## src/rtl/core/slrm_pkg.sv

```systemverilog
// shared types and constants for the saturating linear range map
// no dependencies
`timescale 1ns / 1ps

package slrm_pkg;

  localparam int DATA_WIDTH_DEF = 16;
  localparam int CFG_INDEX_W    = 2;

  // register reset values
  localparam int INPUT_LOW_RESET   = 0;
  localparam int INPUT_HIGH_RESET  = 4095;
  localparam int OUTPUT_LOW_RESET  = 0;
  localparam int OUTPUT_HIGH_RESET = 1000;

  typedef enum logic [CFG_INDEX_W-1:0] {
    CFG_INPUT_LOW   = 2'd0,
    CFG_INPUT_HIGH  = 2'd1,
    CFG_OUTPUT_LOW  = 2'd2,
    CFG_OUTPUT_HIGH = 2'd3
  } cfg_index_t;

  typedef enum logic [1:0] {
    REGION_IN_RANGE  = 2'd0,
    REGION_BELOW     = 2'd1,
    REGION_ABOVE     = 2'd2,
    REGION_ZERO_SPAN = 2'd3
  } region_t;

  // control that travels with each item from cell to cell
  typedef struct packed {
    logic    valid;
    region_t region;
    logic    neg;
  } ctl_t;

endpackage

```

## src/rtl/core/slrm_front.sv

```systemverilog
// front cells: span classification, offsets, then the full-width product
// depends on slrm_pkg
`timescale 1ns / 1ps

module slrm_front #(
  parameter int DATA_WIDTH = slrm_pkg::DATA_WIDTH_DEF
) (
  input  logic                         clk,
  input  logic                         rst_n,
  input  logic                         in_valid,
  input  logic signed [DATA_WIDTH-1:0] in_sample,
  output logic                         in_rdy,
  input  logic signed [DATA_WIDTH-1:0] input_low,
  input  logic signed [DATA_WIDTH-1:0] input_high,
  input  logic signed [DATA_WIDTH-1:0] output_low,
  input  logic signed [DATA_WIDTH-1:0] output_high,
  output slrm_pkg::ctl_t               out_ctl,
  output logic [2*DATA_WIDTH-1:0]      out_prod,
  input  logic                         out_rdy
);

  localparam int PW = 2 * DATA_WIDTH;

  // stage 1: classify and take differences
  logic                    v1_r, v1_nxt;
  slrm_pkg::region_t       region1_r, region1_nxt;
  logic                    neg1_r, neg1_nxt;
  logic [DATA_WIDTH-1:0]   dx1_r, dx1_nxt;
  logic [DATA_WIDTH-1:0]   dmag1_r, dmag1_nxt;
  // stage 2: product
  logic                    v2_r, v2_nxt;
  slrm_pkg::region_t       region2_r;
  logic                    neg2_r;
  logic [PW-1:0]           prod2_r, prod2_nxt;
  logic                    s2_rdy;

  assign s2_rdy = !v2_r || out_rdy;
  assign in_rdy = !v1_r || s2_rdy;
  assign v1_nxt = in_rdy ? in_valid : v1_r;
  assign v2_nxt = s2_rdy ? v1_r : v2_r;

  always_comb begin
    neg1_nxt  = output_high < output_low;
    dmag1_nxt = neg1_nxt ? DATA_WIDTH'(output_low - output_high)
                         : DATA_WIDTH'(output_high - output_low);
    dx1_nxt   = DATA_WIDTH'(in_sample - input_low);
    if (in_sample < input_low) begin
      region1_nxt = slrm_pkg::REGION_BELOW;
    end else if (in_sample > input_high) begin
      region1_nxt = slrm_pkg::REGION_ABOVE;
    end else if (input_high == input_low) begin
      region1_nxt = slrm_pkg::REGION_ZERO_SPAN;
    end else begin
      region1_nxt = slrm_pkg::REGION_IN_RANGE;
    end
  end

  assign prod2_nxt = PW'(dx1_r) * PW'(dmag1_r);

  always_ff @(posedge clk) begin
    if (!rst_n) begin
      v1_r <= 1'b0;
      v2_r <= 1'b0;
    end else begin
      v1_r <= v1_nxt;
      v2_r <= v2_nxt;
    end
  end

  always_ff @(posedge clk) begin
    if (in_rdy && in_valid) begin
      region1_r <= region1_nxt;
      neg1_r    <= neg1_nxt;
      dx1_r     <= dx1_nxt;
      dmag1_r   <= dmag1_nxt;
    end
    if (s2_rdy && v1_r) begin
      region2_r <= region1_r;
      neg2_r    <= neg1_r;
      prod2_r   <= prod2_nxt;
    end
  end

  assign out_ctl.valid  = v2_r;
  assign out_ctl.region = region2_r;
  assign out_ctl.neg    = neg2_r;
  assign out_prod       = prod2_r;

endmodule

```

## src/rtl/core/slrm_div_cell.sv

```systemverilog
// one restoring-division cell: produces one quotient bit per item
// depends on slrm_pkg
`timescale 1ns / 1ps

module slrm_div_cell #(
  parameter int DATA_WIDTH = slrm_pkg::DATA_WIDTH_DEF
) (
  input  logic                  clk,
  input  logic                  rst_n,
  input  logic [DATA_WIDTH-1:0] span,
  input  slrm_pkg::ctl_t        in_ctl,
  input  logic [DATA_WIDTH-1:0] in_rem,
  input  logic [DATA_WIDTH-1:0] in_low,
  input  logic [DATA_WIDTH-1:0] in_quo,
  output logic                  in_rdy,
  output slrm_pkg::ctl_t        out_ctl,
  output logic [DATA_WIDTH-1:0] out_rem,
  output logic [DATA_WIDTH-1:0] out_low,
  output logic [DATA_WIDTH-1:0] out_quo,
  input  logic                  out_rdy
);

  logic                  v_r, v_nxt;
  slrm_pkg::region_t     region_r;
  logic                  neg_r;
  logic [DATA_WIDTH-1:0] rem_r, rem_nxt;
  logic [DATA_WIDTH-1:0] low_r;
  logic [DATA_WIDTH-1:0] quo_r;
  logic [DATA_WIDTH:0]   trial;
  logic [DATA_WIDTH:0]   diff;
  logic                  ge;

  // shift in the next dividend bit, subtract the divisor if it fits
  assign trial   = {in_rem, in_low[DATA_WIDTH-1]};
  assign diff    = trial - {1'b0, span};
  assign ge      = trial >= {1'b0, span};
  assign rem_nxt = ge ? diff[DATA_WIDTH-1:0] : trial[DATA_WIDTH-1:0];

  assign in_rdy = !v_r || out_rdy;
  assign v_nxt  = in_rdy ? in_ctl.valid : v_r;

  always_ff @(posedge clk) begin
    if (!rst_n) begin
      v_r <= 1'b0;
    end else begin
      v_r <= v_nxt;
    end
  end

  always_ff @(posedge clk) begin
    if (in_rdy && in_ctl.valid) begin
      region_r <= in_ctl.region;
      neg_r    <= in_ctl.neg;
      rem_r    <= rem_nxt;
      low_r    <= {in_low[DATA_WIDTH-2:0], 1'b0};
      quo_r    <= {in_quo[DATA_WIDTH-2:0], ge};
    end
  end

  assign out_ctl.valid  = v_r;
  assign out_ctl.region = region_r;
  assign out_ctl.neg    = neg_r;
  assign out_rem        = rem_r;
  assign out_low        = low_r;
  assign out_quo        = quo_r;

endmodule

```

## src/rtl/core/slrm_back.sv

```systemverilog
// back cell: applies the quotient to the output span, or saturates to an output bound, and holds the result
// depends on slrm_pkg
`timescale 1ns / 1ps

module slrm_back #(
  parameter int DATA_WIDTH = slrm_pkg::DATA_WIDTH_DEF
) (
  input  logic                         clk,
  input  logic                         rst_n,
  input  logic signed [DATA_WIDTH-1:0] output_low,
  input  logic signed [DATA_WIDTH-1:0] output_high,
  input  slrm_pkg::ctl_t               in_ctl,
  input  logic [DATA_WIDTH-1:0]        in_quo,
  output logic                         in_rdy,
  output logic                         out_valid,
  output logic signed [DATA_WIDTH-1:0] out_mapped,
  output logic [1:0]                   out_region,
  input  logic                         out_stall
);

  logic                  v_r, v_nxt;
  logic [DATA_WIDTH-1:0] mapped_r, mapped_nxt;
  slrm_pkg::region_t     region_r;
  logic [DATA_WIDTH-1:0] interp;

  assign interp = in_ctl.neg ? DATA_WIDTH'(output_low - in_quo)
                             : DATA_WIDTH'(output_low + in_quo);

  always_comb begin
    case (in_ctl.region)
      slrm_pkg::REGION_IN_RANGE: mapped_nxt = interp;
      slrm_pkg::REGION_ABOVE:    mapped_nxt = output_high;
      default:                   mapped_nxt = output_low;
    endcase
  end

  assign in_rdy = !v_r || !out_stall;
  assign v_nxt  = in_rdy ? in_ctl.valid : v_r;

  always_ff @(posedge clk) begin
    if (!rst_n) begin
      v_r <= 1'b0;
    end else begin
      v_r <= v_nxt;
    end
  end

  always_ff @(posedge clk) begin
    if (in_rdy && in_ctl.valid) begin
      mapped_r <= mapped_nxt;
      region_r <= in_ctl.region;
    end
  end

  assign out_valid  = v_r;
  assign out_mapped = mapped_r;
  assign out_region = region_r;

endmodule

```

## src/rtl/core/saturating_linear_range_map.sv

```systemverilog
// top level of the saturating linear range map: config registers and the cell chain
// depends on slrm_pkg, slrm_front, slrm_div_cell, slrm_back
//
//   channel  direction  handshake          payload
//   in       input      in_valid/in_stall   in_sample
//   out      output     out_valid/out_stall out_mapped, out_region
//   cfg      input      cfg_valid/cfg_ready cfg_index, cfg_data
//
// one sample enters per cycle while in_stall is low; the chain is two front
// cells, one division cell per quotient bit, one output cell
// reset is synchronous, active low: clears all valid bits, loads register defaults
// each cell moves its item on whenever the next cell is empty or moving, so
// bubbles collapse and samples are still taken while a result waits on out_stall
// cfg_ready is always high; registers are meant to be written while idle
`timescale 1ns / 1ps

module saturating_linear_range_map #(
  parameter int DATA_WIDTH = slrm_pkg::DATA_WIDTH_DEF
) (
  input  logic                             clk,
  input  logic                             rst_n,
  // sample input
  input  logic                             in_valid,
  output logic                             in_stall,
  input  logic signed [DATA_WIDTH-1:0]     in_sample,
  // mapped result
  output logic                             out_valid,
  input  logic                             out_stall,
  output logic signed [DATA_WIDTH-1:0]     out_mapped,
  output logic [1:0]                       out_region,
  // configuration writes
  input  logic                             cfg_valid,
  output logic                             cfg_ready,
  input  logic [slrm_pkg::CFG_INDEX_W-1:0] cfg_index,
  input  logic [DATA_WIDTH-1:0]            cfg_data
);

  // calibration registers
  logic signed [DATA_WIDTH-1:0] input_low_r;
  logic signed [DATA_WIDTH-1:0] input_high_r;
  logic signed [DATA_WIDTH-1:0] output_low_r;
  logic signed [DATA_WIDTH-1:0] output_high_r;

  // divisor, only meaningful for in-range items where high > low
  logic [DATA_WIDTH-1:0] span;

  // links along the chain; index i feeds division cell i
  logic                  front_rdy;
  logic [2*DATA_WIDTH-1:0] prod;
  slrm_pkg::ctl_t        link_ctl [DATA_WIDTH+1];
  logic [DATA_WIDTH-1:0] link_rem [DATA_WIDTH+1];
  logic [DATA_WIDTH-1:0] link_low [DATA_WIDTH+1];
  logic [DATA_WIDTH-1:0] link_quo [DATA_WIDTH+1];
  logic                  link_rdy [DATA_WIDTH+1];

  assign cfg_ready = 1'b1;

  // register writes; unknown indexes would be ignored by the default arm
  always_ff @(posedge clk) begin
    if (!rst_n) begin
      input_low_r   <= DATA_WIDTH'(slrm_pkg::INPUT_LOW_RESET);
      input_high_r  <= DATA_WIDTH'(slrm_pkg::INPUT_HIGH_RESET);
      output_low_r  <= DATA_WIDTH'(slrm_pkg::OUTPUT_LOW_RESET);
      output_high_r <= DATA_WIDTH'(slrm_pkg::OUTPUT_HIGH_RESET);
    end else if (cfg_valid && cfg_ready) begin
      case (cfg_index)
        slrm_pkg::CFG_INPUT_LOW:   input_low_r   <= cfg_data;
        slrm_pkg::CFG_INPUT_HIGH:  input_high_r  <= cfg_data;
        slrm_pkg::CFG_OUTPUT_LOW:  output_low_r  <= cfg_data;
        slrm_pkg::CFG_OUTPUT_HIGH: output_high_r <= cfg_data;
        default: ;
      endcase
    end
  end

  // shared divisor; user keeps registers static while items are in flight, unchecked
  assign span = DATA_WIDTH'(input_high_r - input_low_r);

  assign in_stall = !front_rdy;

  // classification and product
  slrm_front #(
    .DATA_WIDTH (DATA_WIDTH)
  ) u_front (
    .clk         (clk),
    .rst_n       (rst_n),
    .in_valid    (in_valid),
    .in_sample   (in_sample),
    .in_rdy      (front_rdy),
    .input_low   (input_low_r),
    .input_high  (input_high_r),
    .output_low  (output_low_r),
    .output_high (output_high_r),
    .out_ctl     (link_ctl[0]),
    .out_prod    (prod),
    .out_rdy     (link_rdy[0])
  );

  // product high half is already below the span, so DATA_WIDTH steps suffice
  assign link_rem[0] = prod[2*DATA_WIDTH-1:DATA_WIDTH];
  assign link_low[0] = prod[DATA_WIDTH-1:0];
  assign link_quo[0] = '0;

  // one cell per quotient bit, msb first
  for (genvar i = 0; i < DATA_WIDTH; i++) begin : g_div
    slrm_div_cell #(
      .DATA_WIDTH (DATA_WIDTH)
    ) u_cell (
      .clk     (clk),
      .rst_n   (rst_n),
      .span    (span),
      .in_ctl  (link_ctl[i]),
      .in_rem  (link_rem[i]),
      .in_low  (link_low[i]),
      .in_quo  (link_quo[i]),
      .in_rdy  (link_rdy[i]),
      .out_ctl (link_ctl[i+1]),
      .out_rem (link_rem[i+1]),
      .out_low (link_low[i+1]),
      .out_quo (link_quo[i+1]),
      .out_rdy (link_rdy[i+1])
    );
  end

  // offset into the output span and output register
  slrm_back #(
    .DATA_WIDTH (DATA_WIDTH)
  ) u_back (
    .clk         (clk),
    .rst_n       (rst_n),
    .output_low  (output_low_r),
    .output_high (output_high_r),
    .in_ctl      (link_ctl[DATA_WIDTH]),
    .in_quo      (link_quo[DATA_WIDTH]),
    .in_rdy      (link_rdy[DATA_WIDTH]),
    .out_valid   (out_valid),
    .out_mapped  (out_mapped),
    .out_region  (out_region),
    .out_stall   (out_stall)
  );

  // the last remainder and dividend bits are spent; nothing downstream reads them
  logic unused_tail;
  assign unused_tail = ^{link_rem[DATA_WIDTH], link_low[DATA_WIDTH]};

endmodule

```

## config.mk

```make
export PLATFORM = sky130hd
export DESIGN_NAME = saturating_linear_range_map
export DESIGN_NICKNAME = d
export VERILOG_FILES = /design/src/rtl/core/slrm_pkg.sv /design/src/rtl/core/slrm_front.sv /design/src/rtl/core/slrm_div_cell.sv /design/src/rtl/core/slrm_back.sv /design/src/rtl/core/saturating_linear_range_map.sv
export SDC_FILE = /design/constraint.sdc
export NUM_CORES = 2
export LEC_CHECK = 0
export BUFFER_PORTS_ARGS = -buffer_cell sky130_fd_sc_hd__buf_2
export CAP_MARGIN = 40
export CELL_PAD_IN_SITES_DETAIL_PLACEMENT = 2
export CELL_PAD_IN_SITES_GLOBAL_PLACEMENT = 2
export CORE_MARGIN = 4
export CORE_UTILIZATION = 44
export CTS_BUF_LIST = sky130_fd_sc_hd__clkbuf_16
export DETAILED_ROUTE_END_ITERATION = 8
export GPL_TIMING_DRIVEN = 0
export PLACE_DENSITY_LB_ADDON = 0.1
export SYNTH_ARGS = -nofsm -noshare
export SYNTH_HDL_FRONTEND = slang
export SYNTH_SLANG_ARGS = --single-unit
```

## constraint.sdc

```tcl
create_clock -name clk -period 8 [get_ports clk]
set_clock_uncertainty 0.1 [all_clocks]
set_input_delay 1.2 -clock clk [delete_from_list [all_inputs] [get_ports clk]]
set_output_delay 1.2 -clock clk [all_outputs]
set_load 0.1 [all_outputs]
```

---- After elaboration in Yosys (flattened, before gate mapping) ----
Index checks and enable logic that the tools add are counted.
Widths: inputs -> output; s select.
storage, ports and cells
  logic and storage cells ................. 241
  input bits .............................. 39
  flip-flop bits (word level) ............. 715
  output and inout port bits .............. 21
cells by class
  multiply operators ...................... 1
  reduce and logical (&&, ||, !) cells .... 65
  mux-type cells .......................... 20
  order comparisons ....................... 19
  equal/unequal tests ..................... 5
  add/subtract/negate cells ............... 21
operators by type and width
  kind                count
  $sub 16x16->16      20
  $ge 17x16->1        16
  $mux 16             17
  $lt 16x16->1        2
  $mul 16x16->32      1
  $pmux 16 s2         1
  $logic_not 1->1     21
  $logic_and 1x1->1   19
  $logic_or 1x1->1    19
  $add 16x16->16      1
  $eq 16x16->1        1
  $gt 16x16->1        1
  $reduce_and 2->1    4
  $eq 2x2->1 const B  3
  $logic_not 2->1     2
  $mux 2              2
  $eq 2x1->1 const B  1

---- Longest topological paths before layout ----
  depth after elaboration ................. 21
  mapped depth ............................ 24
  mapped depth without buffers ............ 23

---- By module ----
From an unflattened synthesis, not the netlist that was laid out.
second synthesis, totals
  cell total of the unflattened synthesis .. 5510
  area total of the unflattened synthesis .. 62324.8 um2
modules (own cells, without submodules)
  module                               cells an instance  area each (um2)  sequential area each (um2)  times used
  slrm_div_cell (g_div[0].u_cell ...)  210                2706.3           1521.5                      14
  slrm_front                           1484               13649.3          2142.1                      1
  saturating_linear_range_map          420                3305.7           1281.2                      1
  slrm_div_cell (g_div[13].u_cell)     212                2762.6           1521.5                      1
  slrm_div_cell (g_div[14].u_cell)     220                2750.1           1521.5                      1
  slrm_back                            234                1968.1           560.5                       1

---- Worst setup path before layout ----
No wires, ideal clock.
  path type ............................... flip-flop to flip-flop
  start point ............................. reg u_front.dmag1_r[6]
  end point ............................... reg u_front.prod2_r[25] (netlist: u_front.out_prod[25]) (data pin)
  stages on the path, launching flop included .. 23
  setup time .............................. 0.258 ns
  path slack .............................. 1.742 ns
  buffers on the path ..................... 1
  clock period less this slack ............ 6.258 ns
  required time ........................... 7.642 ns
  data arrival time ....................... 5.900 ns
  cell sequence ........................... edfxtp_1 > clkbuf_1 > and2_1 > fa_1 > inv_1 > fa_1 > inv_1 > fa_1 > fa_1 > fa_1 > inv_1 > fa_1 > inv_1 > ha_1 > a21o_1 > a21o_1 > a21o_1 > or3b_1 > o21a_1 > a21oi_1 > o21ai_1 > a21oi_1 > xnor2_1
between the ends
  longest elaborated chain between the ends .. 1
ends and longest elaborated chain
  what                             RTL line          text
  from (decl)                      slrm_front.sv:29  logic [DATA_WIDTH-1:0] dmag1_r, dmag1_nxt;
  from (signal assigned)           slrm_front.sv:75  dmag1_r <= dmag1_nxt;
  $mul 16x16->32                   slrm_front.sv:58  assign prod2_nxt = PW'(dx1_r) * PW'(dmag1_r);
  named net u_front.prod2_nxt[25]  slrm_front.sv:34  logic [PW-1:0] prod2_r, prod2_nxt;
  to (signal assigned)             slrm_front.sv:80  prod2_r <= prod2_nxt;
  to (decl)                        slrm_front.sv:34
The timed path passes the listed nets, and every way through them passes these cells.
A chain may end at the register's enable or synchronous reset.

---- Final worst setup path ----
  start point ............................. reg u_front.dx1_r[8]
  end point ............................... reg u_front.prod2_r[30] (netlist: u_front.out_prod[30]) (data pin)
between the ends
  longest elaborated chain between the ends .. 1
ends and longest elaborated chain
  what                             RTL line          text
  from (decl)                      slrm_front.sv:28  logic [DATA_WIDTH-1:0] dx1_r, dx1_nxt;
  from (signal assigned)           slrm_front.sv:74  dx1_r <= dx1_nxt;
  $mul 16x16->32                   slrm_front.sv:58
  named net u_front.prod2_nxt[30]  slrm_front.sv:34
The timed path passes the listed nets, and every way through them passes these cells.

==> results.yml <==
layout:
  drive_above_1_share_pct: 9.70
  mostFrequentLayoutCells: "632 x edfxtp_1, 454 x ha_1, 396 x inv_1"
  fillers: 10996
  final_cells: 6124
  final_common_cell: "edfxtp_1"
  fin_nets: 5353
  area_growth_pct: 12.2
min_path:
  hp-class: "flip-flop to flip-flop"
  holdPathStages: 0
sta:
  timing.fmax_mhz: 133
  worst_slew_pin_slew_ns: 0.931
  layout_min_cycle_time_ns: 7.50
  setup_violations: 0
  rsz0062_at_grt: "false"
  slew_headroom_pct: 37.6
  fin_ws_ns: 0.498
  hold_ws_ns: 0.302
  drv_slew: 0
  hold_violations: 0
  final.period_utilization_pct: 93.8
yosys:
  synth_ff_type: "edfxtp_1"
  synth.top_cell.area_share_pct: 39.3
  syn_avg_cell_area_sq_um: 10.8
  async_reset_ff_share_pct: 0
  syn-num-nets: 5168
  ys_types: 84
  synthCells: 4461
  synth_area_leaders: "edfxtp_1 39%, ha_1 12%, fa_1 8.9%"
  ys_warn_count: 0
  syn-cell-area_sq_mm: 0.0483
  seq_area_frac_synth_pct: 42.7
  ys_ff_latch: 715
  synth-edff-count: 632
  synth.largest_area_cell: "edfxtp_1"
die:
  die_h_microns: 339
  die-area_sq_mm: 0.115
  die_width_microns: 339
  start_util_pct: 44.3
  num_rows: 121
  core-area_sq_mm: 0.109
  ios: 60
clocking:
  cts_hold_buf: 0
  ctsHtreeMaxLevel: 3
  clockBufferDepth: 3
  insertion_delay_ns: 0.71
  postCtsSetupRepairBufs: 0
  cts_tree: "built"
  cts_root_buf: "clkbuf_16"
  cts_buffers: 84
  cts.clk_slew.worst_paths_ns: 0.06
  cts.sinks: 715
  post_cts_resized: 0
route:
  drc: 0
  vias: 36400
  wl_microns: 171000
  vias_per_cell: 5.94
  wire_per_inst_microns: 28.0
  ant_nets: 0
  dr.pass1.iters: 5
  drt_iter0_markers: 2216
setup_path:
  worstPathArrival_ns: 7.80
  setup.worst_path.start_class: "flip-flop"
  rrSetupSlack_ns: 0.50
  path_class: "flip-flop to flip-flop"
  worst_setup_path_end_kind: "flip-flop"
  path_max_fanout: 10
  rr_worst_depth: 21
  required_ns: 8.30
placement:
  gp_congestion: 0.859
  io_buffers: 55
  pre_cts_slack_ns: 0.617
  dpl.hpwl_microns: 132000
  place_inst: 5972
flow_run:
  cap_viol_max_count: 0
global_routing:
  top_usage_layer: "met2"
  antenna_found_initial: 4
  grt_max_degree: 36
  grtUsageMet1_pct: 34.6
  grt_usage_pct: 29.4
  grt_pass1_vias: 41156
  grt_pass1_wl_microns: 260000
  met2_usage_pct: 53.5
  grt.met3_usage_pct: 3.82
  grt_overflow: 0
pwr:
  p_leak_nw: 21.7
  vdd_drop_max_v: 0.00114
  finalPower_mw: 24.7
  cellPowerDensity_mw_per_mm2: 456
outcome:
  run_status: "complete, no violations"
## per-stage QoR
step / TNS, ns / instance area [sq um] / util [%]
2_1_floorplan: 0 / 48300 / -
3_3_place_gp: -69.17 / 50400 / 46.2
3_5_place_dp: 0 / 51400 / 47.2
4_1_cts: 0 / 54200 / 49.7
5_1_grt: 0 / 54200 / 49.7
6_report: 0 / 54200 / 49.8
## power breakdown
group          total [mW]  internal, mW  switching, mW
Clock                3.94          2.24           1.70
Sequential           5.16          5.00          0.166
Combinational        15.6          6.40           9.23
Total                24.7          13.6           11.1
## state kept, by name, summed over array words and instances, names as in the netlist, 32 cells and up
signal,count
g_div.u_cell.region_r,32
g_div.u_cell.out_rem,240
g_div.u_cell.out_low,120
g_div.u_cell.out_quo,136
u_front.out_prod,32
## cell usage after synthesis (34+ instances only)
cell      number
nand4_1       72
a21boi_0      60
a21oi_1      326
nand2b_1      51
nor3_1        96
o21ai_0      124
fa_1         214
ha_1         454
nor2_1       308
and2_1       137
xnor2_1      185
o21a_1        68
a21o_1        79
and3_1        34
dfxtp_1       83
nand3_1       50
xor2_1        97
edfxtp_1     632
inv_1        386
nand2_1      373
nor2b_1       75
clkbuf_1      74
mux2_2       110
## critical path, stage by stage (launching register included)
cell and delay [ns]:
edfxtp_1 0.59, clkbuf_1 0.58, nand2_1 0.18, fa_1 0.60, fa_1 0.44, fa_1 0.50, fa_1 0.51, inv_1 0.07
fa_1 0.55, inv_1 0.08, fa_1 0.56, inv_1 0.05, ha_1 0.37, a21o_1 0.23, a21oi_1 0.23, a21boi_0 0.15
or2_1 0.25, a32oi_1 0.41, a31oi_1 0.18, a31o_2 0.28, a21oi_1 0.17, xnor2_1 0.10
## path summary, 6_finish.rpt
check,endpoint,from
worst min register to register,g_div[4].u_cell.out_low[7],g_div[3].u_cell.out_low[6]
worst max register to register,u_front.out_prod[30],u_front.dx1_r[8]
worst min-delay path,g_div[4].u_cell.out_low[7],g_div[3].u_cell.out_low[6]
worst max-delay path,u_front.out_prod[30],u_front.dx1_r[8]
## cells by family (layout without fill, tap and decap cells)
family | count (synthesis) | count (layout) | share of synthesized area [%]
compound gates | 881 | 881 | 11.7
xor+xnor | 282 | 282 | 5.11
fa+ha+maj | 668 | 668 | 20.6
buf+inv | 493 | 741 | 4.01
flops | 715 | 715 | 42.7
mux | 126 | 126 | 2.89
other cells | 1 | 2 | 0.00776
simple gates | 1295 | 1295 | 13.0
## final cells by class
cell class                 instances  area [sq um]  area share [%]
antenna                            1          2.50         0.00461
buffer                           107           489           0.902
clock buffer                      85          2130            3.92
clock inverter                    64           614            1.13
inverter                         386          1450            2.67
multi-input combinational       3253         26100            48.1
sequential                       715         20600            38.1
tap                             1414          1770            3.26
timing repair buffer              99          1060            1.95
## routing by layer
layer	part of all wire, %	routed length (microns)	up-vias
li1	-	-	16198
met1	39	67100	18858
met2	52	88600	963
met3	4.3	7400	381
met4	4.9	8360	0
met5	0	0	-
No activity file was read; power rests on OpenSTA's default activity.
